===== src/rtl/deq_pkg.sv =====
`timescale 1ns / 1ps
// ----------------------------------------------------------------------------
// deq_pkg
// Shared sizes, request and status codes, and the controller/datapath
// command and status bundles of the double-ended queue.
// ----------------------------------------------------------------------------
package deq_pkg;

  localparam int DEPTH  = 16;
  localparam int DATA_W = 32;
  localparam int IDX_W  = (DEPTH > 1) ? $clog2(DEPTH) : 1;
  localparam int CNT_W  = $clog2(DEPTH + 1);

  // request codes
  localparam logic [1:0] REQ_PUSH_LEFT  = 2'd0;
  localparam logic [1:0] REQ_PUSH_RIGHT = 2'd1;
  localparam logic [1:0] REQ_POP_LEFT   = 2'd2;
  localparam logic [1:0] REQ_POP_RIGHT  = 2'd3;

  // status codes
  localparam logic [1:0] ST_OK    = 2'd0;
  localparam logic [1:0] ST_EMPTY = 2'd1;
  localparam logic [1:0] ST_FULL  = 2'd2;

  typedef struct packed {
    logic capture;   // latch the accepted request
    logic exec;      // update indices, count and store
    logic load_rd;   // take popped value from store read data
    logic out_load;  // move the finished result into the output register
  } deq_cmd_t;

  typedef struct packed {
    logic pop_ok;    // latched request is a pop that will succeed
    logic out_free;  // output register can take a result this cycle
  } deq_stat_t;

endpackage


===== src/rtl/deq_ctrl.sv =====
`timescale 1ns / 1ps
// ----------------------------------------------------------------------------
// deq_ctrl
// Sequencer for one request: capture, execute, optional store read,
// then hand-off into the output register.
// ----------------------------------------------------------------------------
module deq_ctrl (
  input  logic              clk,
  input  logic              rst_n,
  input  logic              in_valid,
  output logic              in_ready,
  input  deq_pkg::deq_stat_t stat,
  output deq_pkg::deq_cmd_t  cmd
);

  localparam logic [1:0] S_IDLE = 2'd0;
  localparam logic [1:0] S_EXEC = 2'd1;
  localparam logic [1:0] S_LOAD = 2'd2;
  localparam logic [1:0] S_DONE = 2'd3;

  logic [1:0] state_r;
  logic [1:0] state_nxt;

  always_comb begin
    state_nxt    = state_r;
    in_ready     = 1'b0;
    cmd.capture  = 1'b0;
    cmd.exec     = 1'b0;
    cmd.load_rd  = 1'b0;
    cmd.out_load = 1'b0;
    case (state_r)
      S_IDLE: begin
        in_ready = 1'b1;
        if (in_valid) begin
          cmd.capture = 1'b1;
          state_nxt   = S_EXEC;
        end
      end
      S_EXEC: begin
        cmd.exec  = 1'b1;
        state_nxt = stat.pop_ok ? S_LOAD : S_DONE;
      end
      S_LOAD: begin
        cmd.load_rd = 1'b1;
        state_nxt   = S_DONE;
      end
      S_DONE: begin
        if (stat.out_free) begin
          cmd.out_load = 1'b1;
          state_nxt    = S_IDLE;
        end
      end
      default: begin
        state_nxt = S_IDLE;
      end
    endcase
  end

  always_ff @(posedge clk) begin
    if (!rst_n) begin
      state_r <= S_IDLE;
    end else begin
      state_r <= state_nxt;
    end
  end

endmodule


===== src/rtl/deq_dpath.sv =====
`timescale 1ns / 1ps
// ----------------------------------------------------------------------------
// deq_dpath
// Ring store with left/right end indices, entry count, held value and the
// output register of the result channel.
// ----------------------------------------------------------------------------
module deq_dpath (
  input  logic                       clk,
  input  logic                       rst_n,
  input  deq_pkg::deq_cmd_t          cmd,
  output deq_pkg::deq_stat_t         stat,
  input  logic [1:0]                 in_req_type,
  input  logic signed [deq_pkg::DATA_W-1:0] in_push_value,
  output logic                       out_valid,
  input  logic                       out_ready,
  output logic signed [deq_pkg::DATA_W-1:0] out_held_value,
  output logic [1:0]                 out_status,
  output logic                       out_is_empty
);

  localparam logic [deq_pkg::IDX_W-1:0] IDX_LAST = deq_pkg::IDX_W'(deq_pkg::DEPTH - 1);
  localparam logic [deq_pkg::CNT_W-1:0] CNT_FULL = deq_pkg::CNT_W'(deq_pkg::DEPTH);

  logic [1:0]                  req_r;
  logic [deq_pkg::DATA_W-1:0]  val_r;
  logic [deq_pkg::IDX_W-1:0]   left_r,  left_nxt;
  logic [deq_pkg::IDX_W-1:0]   right_r, right_nxt;
  logic [deq_pkg::CNT_W-1:0]   cnt_r,   cnt_nxt;
  logic [deq_pkg::DATA_W-1:0]  last_r,  last_nxt;
  logic [1:0]                  st_r,    st_nxt;
  logic [deq_pkg::DATA_W-1:0]  mem [deq_pkg::DEPTH];
  logic [deq_pkg::DATA_W-1:0]  rdata_r;
  logic [deq_pkg::IDX_W-1:0]   rd_addr;
  logic [deq_pkg::IDX_W-1:0]   wr_addr;
  logic                        wr_en;
  logic [deq_pkg::IDX_W-1:0]   left_prev, left_next, right_prev, right_next;
  logic                        is_full, is_empty;
  logic                        out_valid_r;
  logic [deq_pkg::DATA_W-1:0]  out_val_r;
  logic [1:0]                  out_st_r;
  logic                        out_emp_r;

  assign left_prev  = (left_r  == '0)       ? IDX_LAST : left_r - 1'b1;
  assign left_next  = (left_r  == IDX_LAST) ? '0       : left_r + 1'b1;
  assign right_prev = (right_r == '0)       ? IDX_LAST : right_r - 1'b1;
  assign right_next = (right_r == IDX_LAST) ? '0       : right_r + 1'b1;
  assign is_full    = (cnt_r == CNT_FULL);
  assign is_empty   = (cnt_r == '0);

  assign stat.pop_ok   = req_r[1] && !is_empty;
  assign stat.out_free = !out_valid_r || out_ready;

  always_comb begin
    left_nxt  = left_r;
    right_nxt = right_r;
    cnt_nxt   = cnt_r;
    last_nxt  = last_r;
    st_nxt    = st_r;
    wr_en     = 1'b0;
    wr_addr   = right_r;
    rd_addr   = left_r;
    if (cmd.exec) begin
      st_nxt = deq_pkg::ST_OK;
      case (req_r)
        deq_pkg::REQ_PUSH_LEFT: begin
          if (is_full) begin
            st_nxt = deq_pkg::ST_FULL;
          end else begin
            left_nxt = left_prev;
            wr_addr  = left_prev;
            wr_en    = 1'b1;
            cnt_nxt  = cnt_r + 1'b1;
            last_nxt = val_r;
          end
        end
        deq_pkg::REQ_PUSH_RIGHT: begin
          if (is_full) begin
            st_nxt = deq_pkg::ST_FULL;
          end else begin
            right_nxt = right_next;
            wr_addr   = right_r;
            wr_en     = 1'b1;
            cnt_nxt   = cnt_r + 1'b1;
            last_nxt  = val_r;
          end
        end
        deq_pkg::REQ_POP_LEFT: begin
          if (is_empty) begin
            st_nxt = deq_pkg::ST_EMPTY;
          end else begin
            rd_addr  = left_r;
            left_nxt = left_next;
            cnt_nxt  = cnt_r - 1'b1;
          end
        end
        deq_pkg::REQ_POP_RIGHT: begin
          if (is_empty) begin
            st_nxt = deq_pkg::ST_EMPTY;
          end else begin
            rd_addr   = right_prev;
            right_nxt = right_prev;
            cnt_nxt   = cnt_r - 1'b1;
          end
        end
        default: begin
          st_nxt = deq_pkg::ST_OK;
        end
      endcase
    end
    if (cmd.load_rd) begin
      last_nxt = rdata_r;
    end
  end

  // ring store, registered read
  always_ff @(posedge clk) begin
    if (wr_en) begin
      mem[wr_addr] <= val_r;
    end
    rdata_r <= mem[rd_addr];
  end

  always_ff @(posedge clk) begin
    if (cmd.capture) begin
      req_r <= in_req_type;
      val_r <= in_push_value;
    end
    if (cmd.out_load) begin
      out_val_r <= last_r;
      out_st_r  <= st_r;
      out_emp_r <= is_empty;
    end
    st_r <= st_nxt;
  end

  always_ff @(posedge clk) begin
    if (!rst_n) begin
      left_r      <= '0;
      right_r     <= '0;
      cnt_r       <= '0;
      last_r      <= '0;
      out_valid_r <= 1'b0;
    end else begin
      left_r  <= left_nxt;
      right_r <= right_nxt;
      cnt_r   <= cnt_nxt;
      last_r  <= last_nxt;
      if (cmd.out_load) begin
        out_valid_r <= 1'b1;
      end else if (out_ready) begin
        out_valid_r <= 1'b0;
      end
    end
  end

  assign out_valid      = out_valid_r;
  assign out_held_value = out_val_r;
  assign out_status     = out_st_r;
  assign out_is_empty   = out_emp_r;

endmodule


===== src/rtl/double_ended_queue_core.sv =====
`timescale 1ns / 1ps
// ----------------------------------------------------------------------------
// double_ended_queue_core
// Double-ended queue of signed 32-bit values in a ring of DEPTH entries;
// push or pop at either end, one result per request.
// ----------------------------------------------------------------------------
//   channel | direction | handshake            | fields
//   in_     | input     | in_valid / in_ready   | req_type, push_value
//   out_    | output    | out_valid / out_ready | held_value, status, is_empty
//
// A push goes from capture through execute into the output register; a successful
// pop adds a load step for the registered read of the ring store.
// One request is in flight at a time; in_ready is high only while idle.
// A finished result waits in the output register while the next request runs.
// Synchronous active-low reset empties the queue and clears the held value.
// ----------------------------------------------------------------------------
module double_ended_queue_core (
  input  logic                              clk,
  input  logic                              rst_n,
  input  logic                              in_valid,
  output logic                              in_ready,
  input  logic [1:0]                        in_req_type,
  input  logic signed [deq_pkg::DATA_W-1:0] in_push_value,
  output logic                              out_valid,
  input  logic                              out_ready,
  output logic signed [deq_pkg::DATA_W-1:0] out_held_value,
  output logic [1:0]                        out_status,
  output logic                              out_is_empty
);

  deq_pkg::deq_cmd_t  cmd;
  deq_pkg::deq_stat_t stat;

  deq_ctrl u_ctrl (
    .clk      (clk),
    .rst_n    (rst_n),
    .in_valid (in_valid),
    .in_ready (in_ready),
    .stat     (stat),
    .cmd      (cmd)
  );

  deq_dpath u_dpath (
    .clk            (clk),
    .rst_n          (rst_n),
    .cmd            (cmd),
    .stat           (stat),
    .in_req_type    (in_req_type),
    .in_push_value  (in_push_value),
    .out_valid      (out_valid),
    .out_ready      (out_ready),
    .out_held_value (out_held_value),
    .out_status     (out_status),
    .out_is_empty   (out_is_empty)
  );

endmodule


===== config.mk =====
export PLATFORM = sky130hd
export DESIGN_NAME = double_ended_queue_core
export DESIGN_NICKNAME = d
export VERILOG_FILES = /design/src/rtl/deq_pkg.sv /design/src/rtl/deq_ctrl.sv /design/src/rtl/deq_dpath.sv /design/src/rtl/double_ended_queue_core.sv
export SDC_FILE = /design/constraint.sdc
export NUM_CORES = 1
export LEC_CHECK = 0
export CAP_MARGIN = 40
export CORE_MARGIN = 2
export CORE_UTILIZATION = 59
export CTS_CLUSTER_SIZE = 16
export DETAILED_ROUTE_END_ITERATION = 8
export DONT_BUFFER_PORTS = 1
export GPL_TIMING_DRIVEN = 0
export PLACE_DENSITY = 0.8
export SLEW_MARGIN = 5
export SYNTH_ARGS = -nofsm -noshare
export SYNTH_HDL_FRONTEND = slang
export SYNTH_HIERARCHICAL = 1
export SYNTH_SLANG_ARGS = --single-unit

===== constraint.sdc =====
create_clock -name clk -period 7.6 [get_ports clk]
set_input_delay 0.38 -clock clk [delete_from_list [all_inputs] [get_ports clk]]
set_output_delay 0.38 -clock clk [all_outputs]
set_load 0.01 [all_outputs]

# Yosys cells after proc, flatten, opt, wreduce, memory -nomap -nowiden
# Memory sizes are Yosys's and may differ from the RTL's. A register that Yosys moved wholly into a read port is not among the register bits.
# Cells that the tools add are included.
# op_classes
addsub	6
n_eq_ne	18
muxes	44
n_reduce_logical	21
# op_table
operator	count
$mux W32	4
$mux W4	14
$ne A2 B2 Y1 const B	9
$mux W1	16
$pmux W4 S2	2
$mux W5	2
$pmux W5 S2	1
$reduce_bool A2 Y1	5
$add A4 B1 Y4 const B	2
$eq A2 B2 Y1 const B	4
$eq A4 B4 Y1 const B	2
$logic_not A4 Y1	2
$pmux W2 S4	1
$reduce_and A4 Y1	2
$sub A4 B1 Y4 const B	2
$mux W2	3
$reduce_and A3 Y1	2
$add A5 B1 Y5 const B	1
$eq A5 B5 Y1 const B	1
$logic_not A5 Y1	1
$sub A5 B1 Y5 const B	1
$eq A2 B1 Y1 const B	2
$logic_not A2 Y1	2
$pmux W2 S2	1
5 further kinds	7
# totals
ff_bits	119
ramBits	512
in_bits	38
elab_cells	102
mem_count	1
# memory_table
memory	depth	width	rd	rd_ports_with_merged_regs	write_ports	line_no	rtl
u_dpath.mem	16	32	1	1	1	deq_dpath.sv:31	logic [deq_pkg::DATA_W-1:0] mem [deq_pkg::DEPTH];

# Logic depth before layout (Yosys ltp)
# Gate-level depths: netlist of run 1.
# depth
word_depth	6
mapped_depth	10
ltp_nobuf	8

# Hierarchy
# Netlist of run 1, hierarchy kept.
# modules_own_cells
mod	n_inst	cells_each	area_per_inst_um2
deq_dpath	1	1446	24822.6
deq_ctrl	1	20	180.2

# Worst setup path before layout of run 1
# No wires, ideal clock.
# synth_path
kind	register -> register
from	reg u_dpath/cnt_r[0] (netlist name)
to	mem u_dpath/mem[12][0] (netlist name), enable pin
t_arrival_ps	3368
t_required_ps	7179
setup_slack_ps	3811
path_stages_with_launch	9
cell_sequence	dfxtp_1 -> or4_4 -> o211a_1 -> clkbuf_1 -> nor2b_1 -> clkbuf_1 -> mux2_2 -> nand2_1 -> nor2_1
# synth_between
elab_chain_len	6
# synth_rtl
item	line_no	rtl
start: declaration	deq_dpath.sv:28	logic [deq_pkg::CNT_W-1:0] cnt_r, cnt_nxt;
start signal: assignment	deq_dpath.sv:146	cnt_r <= cnt_nxt;
$eq A5 B5 Y1 (*)	deq_dpath.sv:47	assign is_full = (cnt_r == CNT_FULL);
$mux W1	deq_dpath.sv:66, deq_dpath.sv:77	
$mux W1	-	
$mux W1	deq_dpath.sv:62	if (cmd.exec) begin
$mux W1	deq_dpath.sv:117	if (wr_en) begin
$mux W1 (not written as such)	deq_dpath.sv:118	mem[wr_addr] <= val_r;
end: declaration	deq_dpath.sv:31	
# Every way passes the cells marked *; elsewhere a longest branch is shown, timed or not.

==> run metrics, run 1 <==
leak pwr=about 11 nW; total CTS buffers=61; Initial DRC Count=around 1600; post-synthesis xor/xnor area fraction=0.00280; GRT Residual Overflow=0; Hold/Removal Path Class=input port to flip-flop; flops & latches, synth=~660; Area Overhead vs Synth=14.8%; Vias/cell=roughly 6.4; Core Box Area=~42000 um^2; Startpoint Class=flip-flop; worst path required time=7.92 ns; Final #Nets=around 1600; Final Hold Fails=0; Routability Congestion=roughly 0.84; Synth Flop Type=edfxtp_1; clock latency on the worst-skew pair=about 0.63 ns; final worst-path cycle share=0.537; reg-to-reg slack, setup=3.52 ns; met3 WL=about 5500 um; Hold WS=about 0.027 ns; CTS Sinks=between 600 and 700; Post-Synth Adder-Cell Area=0.00631; compound-cell area share of the yosys netlist=0.0539; post-synthesis simple-gate area fraction=0.0353; htree depth=2; Worst-Margin Slew=around 0.94 ns; initial antenna violation count=0; Clock Path Buffers=3; syn avg cell area=between 15 and 20 um^2; Arr. time, crit path=between 4 and 5 ns; Die Y=210 um; Initial Util=0.597; root buffer cell=clkbuf_16; fmax=245 MHz; number of synthesized flops with an enable pin=approximately 600; Rel. slew slack=0.372; cell count after synthesis=about 1500; wire per inst=26.3 um; IO Count=75; Synthesized Nets=roughly 1500; Syn Std Cell Area=around 25000 um^2; critical path class=flip-flop to flip-flop; Resized cells post-CTS=0; setup TNS=0 ns; highest-count cells in the layout ignoring fill and taps=edfxtp_1, mux2i_1, o22ai_1; worst vdd ir=roughly 0.24 mV; DRT Pass-1 Iters=6; Power Dens Cells=between 300 and 400 nW/um^2; largest net degree at the start of global routing=21; crit path max fanout=17; die area=approximately 44000 um^2; max_cap viols=0; first-pass GRT wire length=roughly 84000 um; number of remaining DRC errors=0; DR top layer=met4; setup violators final=0; sequential-to-total area share from yosys stat=0.764; Final min period=approximately 4.1 ns; clk slew on worst S/H paths=approximately 0.060 ns; RSZ-0062 raised after global routing=false; Placement Rows=75; HPWL Detailed=between 30000 and 40000 um; count of cell types in the netlist=57; synth warn=6; vias=between 10000 and 15000; CTS tree=yes; most common cell after layout, fill and taps aside=edfxtp_1; Die X=210 um; met2 routed WL=27500 um; largest family of logic cells by synthesized area=multiplexers; total track usage=0.260; Antenna Nets Post-Route=0; # diodes=0; CP endpoint kind=flip-flop; Buffers on Ports=0; WL final=57200 um; WL met1=21900 um; Final Max Slew Viols=0; vias in the first global route=between 10000 and 15000; post-synthesis mux area share=0.118; status=complete, no violations; Final Skew=0.0205 ns; share of layout cells above drive strength 1=0.110; async set-reset flop share out of synthesis=0
-- state kept, by name (all words and copies together), names as in the netlist --
register / count
u_dpath/right_r: 4
u_ctrl/state_r: 2
u_dpath/out_is_empty: 1
u_dpath/out_status: 2
u_dpath/req_r: 2
u_dpath/out_held_value: 32
u_dpath/rdata_r: 32
u_dpath/st_r: 2
u_dpath/mem: 512
u_dpath/last_r: 32
u_dpath/cnt_r: 5
u_dpath/left_r: 4
u_dpath/out_valid: 1
u_dpath/val_r: 32
-- worst paths after layout --
path              depth (start not counted)                          to               start
hold reg to reg                           0  u_dpath/out_held_value[16]  u_dpath/last_r[16]
setup reg to reg                         10           u_dpath/mem[1][4]   u_ctrl/state_r[1]
hold / removal                            2           u_dpath/out_valid           out_ready
setup / recovery                         10           u_dpath/mem[1][4]   u_ctrl/state_r[1]
-- cells in the mapped netlist (3+ instances only) --
library cell / count / area share
buf_2: 23 / 0.0046
o32ai_1: 3 / 0.0011
mux2i_1: 293 / 0.12
a211oi_1: 3 / 0.00090
buf_1: 5 / 0.00075
xnor2_1: 7 / 0.0025
a31oi_1: 4 / 0.0010
nor3_1: 6 / 0.0012
buf_6: 12 / 0.0054
dfxtp_1: 80 / 0.064
o22ai_1: 129 / 0.032
edfxtp_1: 583 / 0.70
clkbuf_1: 33 / 0.0050
nor2_1: 97 / 0.015
inv_1: 16 / 0.0024
ha_1: 11 / 0.0055
nand3_1: 5 / 0.0010
or3_1: 3 / 0.00075
nand2_1: 18 / 0.0027
nor2b_1: 5 / 0.0013
or4_1: 32 / 0.0096
a21oi_1: 47 / 0.0094
o21ai_0: 8 / 0.0016
-- final cells by class --
class	instances	area, um^2
inverters	18	67.6
repair buffers	58	842
clock inverters	39	453
flip-flops and latches	663	19100
well taps	539	674
clock buffers	76	1610
fillers	2569	13100
multi-input cells	710	5540
plain buffers	75	408
-- worst max-delay path, cell delays in order, from the launching register on --
cell	delay, ns
dfxtp_1	0.35
inv_1	0.09
ha_1	0.34
o211a_1	0.20
clkbuf_1	0.55
nor2b_1	0.21
clkbuf_1	0.39
mux2i_1	0.34
nand2_1	0.30
nor2_4	0.71
buf_16	0.25
-- logic make-up after synthesis --
kind of cell,Yosys count
flip-flops,663
multiplexers,295
AO/OA/AOI/OAI,216
AND/OR/NAND/NOR,179
buffers and inverters,93
adder cells (fa/ha/maj),12
XOR/XNOR,8
-- per-stage QoR --
| step | cell area (um^2) | worst slack (ns) | std cells | power, mW | util |
|---|---|---|---|---|---|
| after CTS | 28700 | 3.49 | 2176 | 10.2 | 0.685 |
| final | 28700 | 3.52 | 2178 | 10.1 | 0.686 |
| after global routing | 28700 | 3.43 | 2178 | 10.5 | 0.686 |
| after floorplan | 25000 | 3.81 | 1466 | 6.25 | - |
| after detailed placement | 26300 | 3.51 | 2026 | 7.03 | 0.628 |
| after global placement | 25700 | 1.80 | 2005 | 6.88 | 0.614 |
-- timing repair --
action	4_1_cts	5_1_grt
hold buffers	35	0
setup buffers	0	0
endpoints found under the hold margin	36	0
-- per-layer routing --
layer | vias up | GRT usage
met1 | 6889 | 0.349
met5 | - | 0
li1 | 6009 | -
met4 | 0 | 0.120
met3 | 162 | 0.0435
met2 | 800 | 0.423
-- power breakdown --
part | internal [mW] | total (mW) | switching [mW] | leakage [nW]
combinational | 0.842 | 2.19 | 1.35 | 4.04
clock | 1.82 | 3.11 | 1.29 | 1.01
sequential | 4.52 | 4.84 | 0.319 | 5.93
No activity file was read; power rests on OpenSTA's default activity.
==> run 2: changes to the inputs <==
Clock period 7.6 ns to 3.8 ns, I/O delays scaled along.
==> run metrics, run 2 (synthesized netlist as in run 1, its figures left out) <==
status=complete, no violations; number of remaining DRC errors=0 (unchanged); Rel. slew slack=0.379 (+0.00663); crit path max fanout=10 (-7); clock latency on the worst-skew pair=0.63 ns (about the same); highest-count cells in the layout ignoring fill and taps=edfxtp_1, mux2i_1, o22ai_1; Antenna Nets Post-Route=0 (unchanged); CTS Sinks=663 (unchanged); CP endpoint kind=flip-flop; share of layout cells above drive strength 1=0.122 (+0.0118); Cell Count, Final, Fillers Out=2200 (+1.0%); first-pass GRT wire length=85400 um (+1.9%); Vias/cell=6.42 (+0.94%); HPWL Detailed=34700 um (unchanged); Final Hold Fails=0 (unchanged); wire per inst=26.8 um (+2.2%); max reg flops=512 (unchanged); CP Cell Sequence=inv_1 -> ha_1 -> o211a_1 -> nor2b_1 -> clkbuf_1 -> mux2i_1 -> nand2_1 -> nor2_4 -> buf_4; Initial Util=0.597 (unchanged); Initial DRC Count=1804 (+12%); RSZ-0062 raised after global routing=false; largest net degree at the start of global routing=21 (unchanged); setup violators final=0 (unchanged); WL final=59000 um (+3.2%); Internal=14.4 mW (+100%); Power Dens Cells=702 nW/um^2 (+99%); max_cap viols=0 (unchanged); Worst-Margin Slew=0.932 ns (-0.00557 ns); slowest stage cell, crit path=o211a_1; vias=14100 (+2.0%); # diodes=0 (unchanged); IO Count=75 (unchanged); leak pwr=11.1 nW (+1.4%); critical path class=flip-flop to flip-flop; Buffers on Ports=0 (unchanged); cell count after placement=2026 (unchanged); Startpoint Class=flip-flop; Final Skew=0.0235 ns (+0.00308 ns); Arr. time, crit path=3.97 ns (-0.43 ns); sequential power share=0.476 (-0.002); GRT Residual Overflow=0 (unchanged); sw frac=0.294 (+0.00184); Biggest register=u_dpath/mem; Final min period=3.65 ns (-0.425 ns); Area Overhead vs Synth=16.0%; clk slew on worst S/H paths=0.06 ns (about the same); CTS tree=yes; Final #Nets=1659 (+1.3%); most common cell after layout, fill and taps aside=edfxtp_1; Psw=5.98 mW (+100%); DRT Pass-1 Iters=7 (+1); final worst-path cycle share=0.962 (+0.425); Placement Rows=75 (unchanged); total track usage=0.266 (+0.00512); htree depth=2 (unchanged); vias in the first global route=13900 (+1.3%); Die Y=210 um (unchanged); worst vdd ir=0.477 mV (+100%); die area=44000 um^2 (unchanged); Hold/Removal Path Class=input port to flip-flop; Core Box Area=41900 um^2 (unchanged); Final Max Slew Viols=0 (unchanged); worst path required time=4.12 ns (-3.80 ns); root buffer cell=clkbuf_16; initial antenna violation count=0 (unchanged); Clock Path Buffers=3 (unchanged); total power=20.4 mW (+100%); Comb pwr share=0.218 (+0.002); Routability Congestion=0.842 (unchanged); total CTS buffers=61 (unchanged); slowest stage delay, CP=0.56 ns (-0.15 ns); Die X=210 um (unchanged); Clock Power Share=0.306 (about the same); fmax=274 MHz (+12%)
## run 2: cell types whose count changed in the layout (fill, tap and decap cells not counted)
cell | before | now
buf_4 | 3 | 13
dlygate4sd3_1 | 35 | 38
clkbuf_1 | 46 | 43
clkbuf_4 | 0 | 1
buf_6 | 15 | 14
clkbuf_2 | 0 | 2
buf_12 | 8 | 18
## run 2: layout make-up
cell class | instances | area, um^2
Clock buffer | 76 | 1610
Fill cell | 2524 | 12800
Clock inverter | 39 | 453
Multi-Input combinational cell | 710 | 5540
Sequential cell | 663 | 19100
Timing Repair Buffer | 81 | 1140
Inverter | 18 | 67.6
Tap cell | 539 | 674
Buffer | 74 | 407
## run 2: worst paths after layout
kind	startpoint	end	slack, ns	cells after the start
setup / recovery	u_ctrl/state_r[1]	u_dpath/mem[2][21]	0.15	9
hold / removal	in_push_value[17]	u_dpath/val_r[17]	0.18	1
setup reg to reg	u_ctrl/state_r[1]	u_dpath/mem[2][21]	0.15	9
hold reg to reg	u_dpath/last_r[16]	u_dpath/out_held_value[16]	0.43	0
## run 2: per-stage QoR
stage           util  setup TNS (ns)  hold slack, ns  setup slack (ns)  area, um^2
6_report       0.693               0           0.179             0.146       29000
5_1_grt        0.693               0           0.166            0.0444       29000
4_1_cts        0.690               0           0.155            0.0124       28900
3_5_place_dp   0.628          -43.76           0.289            -0.286       26300
3_3_place_gp   0.614         -919.23           0.289             -2.00       25700
2_1_floorplan      -               0           0.289            0.0110       25000
## run 2: power by group through the flow
stage               Sequential (mW)  Combinational, mW  Clock [mW]
floorplan                      9.58               2.93           0
global placement               9.78               3.98           0
detailed placement             9.81               4.25           0
CTS                            9.67               4.36        6.31
global route                   9.77               4.70        6.59
finish                         9.69               4.44        6.24
## run 2: routing by layer
| metal | part of all wire | global-route usage |
|---|---|---|
| met1 | 0.38 | 0.356 |
| met2 | 0.48 | 0.429 |
| met3 | 0.098 | 0.0477 |
| met4 | 0.042 | 0.121 |
| met5 | 0 | 0 |
## run 2: worst max-delay path, delay by kind of cell (launching register included)
family	cells	cell delay, ns
multiplexers	1	0.38
buffers and inverters	3	0.80
adder cells (fa/ha/maj)	1	0.34
AND/OR/NAND/NOR	3	0.89
AO/OA/AOI/OAI	1	0.56
flip-flops	1	0.35
## run 2: what timing repair did
action,4_1_cts,5_1_grt
endpoints found under the setup margin,368,166
hold buffers,38,0
pin swaps,11,5
endpoints found under the hold margin,42,0
gates resized for setup,1,2
buffers inserted,15,5
==> run 3: changes to the inputs <==
Settings changed: CELL_PAD_IN_SITES_DETAIL_PLACEMENT from default to 1, CELL_PAD_IN_SITES_GLOBAL_PLACEMENT from default to 2, CORE_MARGIN 2 to 4, CORE_UTILIZATION 59 to 48, PLACE_DENSITY 0.8 to 0.84.
==> run metrics, run 3 (synthesized netlist as in run 1, its figures left out) <==
critical path class=flip-flop to flip-flop; Clock Power Share=0.324 (+0.018); wire per inst=28.5 um (+6.0%); Worst-Margin Slew=0.948 ns (+0.0157 ns); Antenna Nets Post-Route=0 (unchanged); Biggest register=u_dpath/mem; CTS Sinks=663 (unchanged); crit path max fanout=20 (+10); setup violators final=0 (unchanged); share of layout cells above drive strength 1=0.133 (+0.0106); Internal=14.9 mW (+3.3%); Die X=236 um (+13%); Clock Path Buffers=3 (unchanged); GRT Residual Overflow=0 (unchanged); # diodes=0 (unchanged); max reg flops=512 (unchanged); HPWL Detailed=40800 um (+18%); worst path required time=4.10 ns (-0.02 ns); r2r startpoint=u_ctrl/state_r[1]; CTS tree=yes; Arr. time, crit path=4.00 ns (+0.03 ns); Vias/cell=5.93 (-7.7%); IO Count=75 (unchanged); max_cap viols=0 (unchanged); leak pwr=11.3 nW (+1.4%); Worst Slack Setup Final=0.0980 ns (-0.0478 ns); Die Y=236 um (+13%); first-pass GRT wire length=96400 um (+13%); largest net degree at the start of global routing=21 (unchanged); clock latency on the worst-skew pair=0.62 ns (about the same); Startpoint Class=flip-flop; Hold WS=0.208 ns (+0.0291 ns); WL final=67100 um (+14%); clk slew on worst S/H paths=0.06 ns (about the same); highest-count cells in the layout ignoring fill and taps=edfxtp_1, mux2i_1, o22ai_1; vias in the first global route=14800 (+6.8%); GR Layer Usage met2=0.400 (-0.0295); Rel. slew slack=0.368 (-0.0105); area of the multi-input gates=5540 um^2 (unchanged); initial antenna violation count=1 (+1); Psw=6.32 mW (+5.8%); met1 usage=0.308 (-0.0475); fmax=270 MHz (-1.3%); final worst-path cycle share=0.974 (+0.0126); Final Max Slew Viols=0 (unchanged); vias=14000 (-1.0%); Final Skew=0.0212 ns (-0.00229 ns); Post-DP Area=26500 um^2 (+0.83%); worst vdd ir=0.461 mV (-3.3%); Reg area=19100 um^2 (unchanged); cell count after placement=2170 (+7.1%); Core Box Area=51400 um^2 (+23%); Final min period=3.70 ns (+0.0478 ns); CP endpoint kind=flip-flop; reg-to-reg slack, setup=0.1 ns (-0.05 ns); critical path launch point=u_ctrl/state_r[1]; Cell Count, Final, Fillers Out=2359 (+7.2%); setup TNS=0 ns (unchanged); Routability Congestion=0.770 (-8.6%); Filler cells=4621 (+83%); Area Overhead vs Synth=17.9%; GRT busiest layer=met2; post-route cell area=29500 um^2 (+1.7%); die area=55800 um^2 (+27%); met3 Usage GRT=0.0345 (-0.0132); Initial Util=0.486 (-0.111); Final Hold Fails=0 (unchanged); total CTS buffers=69 (+13%); sequential power share=0.458 (-0.018); total track usage=0.233 (-0.0323); status=complete, no violations; Power Dens Cells=718 nW/um^2 (+2.3%); htree depth=3 (+1); sw frac=0.299 (+0.00498); most common cell after layout, fill and taps aside=edfxtp_1; Buffers on Ports=0 (unchanged); Final #Nets=1675 (+0.96%); Placement Rows=83 (+11%); setup slack at placement=-0.244 ns (+0.0423 ns); Hold/Removal Path Class=input port to flip-flop; DRT Pass-1 Iters=5 (-2); root buffer cell=clkbuf_16; number of remaining DRC errors=0 (unchanged); hold path startpoint=in_push_value[22]; Comb pwr share=0.218 (about the same); Initial DRC Count=1281 (-29%)
==> run 3: cell types whose count changed in the layout (fill, tap and decap cells not counted), sizes merged <==
cell / previous run / this run
clkinvlp: 2 / 3
inv: 21 / 22
buf: 84 / 93
clkinv: 25 / 16
clkbuf: 109 / 128
bufinv: 9 / 6
==> run 3: final cells by class <==
cell class              instances  area share
flip-flops and latches        663       0.648
repair buffers                 89      0.0410
inverters                      18     0.00229
plain buffers                  74      0.0137
well taps                     680      0.0289
clock buffers                  96      0.0673
multi-input cells             710       0.188
clock inverters                29      0.0110
==> run 3: worst paths after layout <==
check,to,cells past startpoint
setup / recovery,u_dpath/mem[14][15],9
hold / removal,u_dpath/val_r[22],1
setup reg to reg,u_dpath/mem[14][15],9
hold reg to reg,u_dpath/out_held_value[27],0
==> run 3: power groups by stage <==
stage / Clock, mW / Combinational (mW) / Sequential [mW]
final: 6.86 / 4.61 / 9.71
after global routing: 7.31 / 4.93 / 9.80
after CTS: 6.98 / 4.58 / 9.70
after detailed placement: 0 / 4.45 / 9.84
after global placement: 0 / 4.16 / 9.79
after floorplan: 0 / 2.93 / 9.58
==> run 3: layer usage <==
metal  wire length, um  up-vias  share of wire
met5                13        -        0.00019
met4              1740        2          0.026
met3              4290       98          0.064
met2             34000      530           0.51
met1             27100     7283           0.40
li1                  -     6071              -
==> run 3: what timing repair did <==
item                                   CTS  global route
setup endpoints to repair              411           124
gates cloned                             0             0
setup buffers                            9            15
endpoints found under the hold margin   42             0
hold buffers                            38             0
resized for setup                        1             0
pin swaps                                6             7
==> run 3: metrics by stage <==
stage	util	power (mW)
finish	0.574	21.2
global route	0.574	22.0
CTS	0.570	21.3
detailed placement	0.515	14.3
global placement	0.503	14.0
floorplan	-	12.5
==> run 3: worst max-delay path: stages, from the launching register on <==
cell      delay, ns
dfxtp_1        0.34
inv_1          0.09
ha_1           0.33
o211a_1        0.58
nor2b_1        0.21
clkbuf_1       0.43
mux2_2         0.27
nand2_1        0.24
nor2_4         0.59
buf_12         0.29
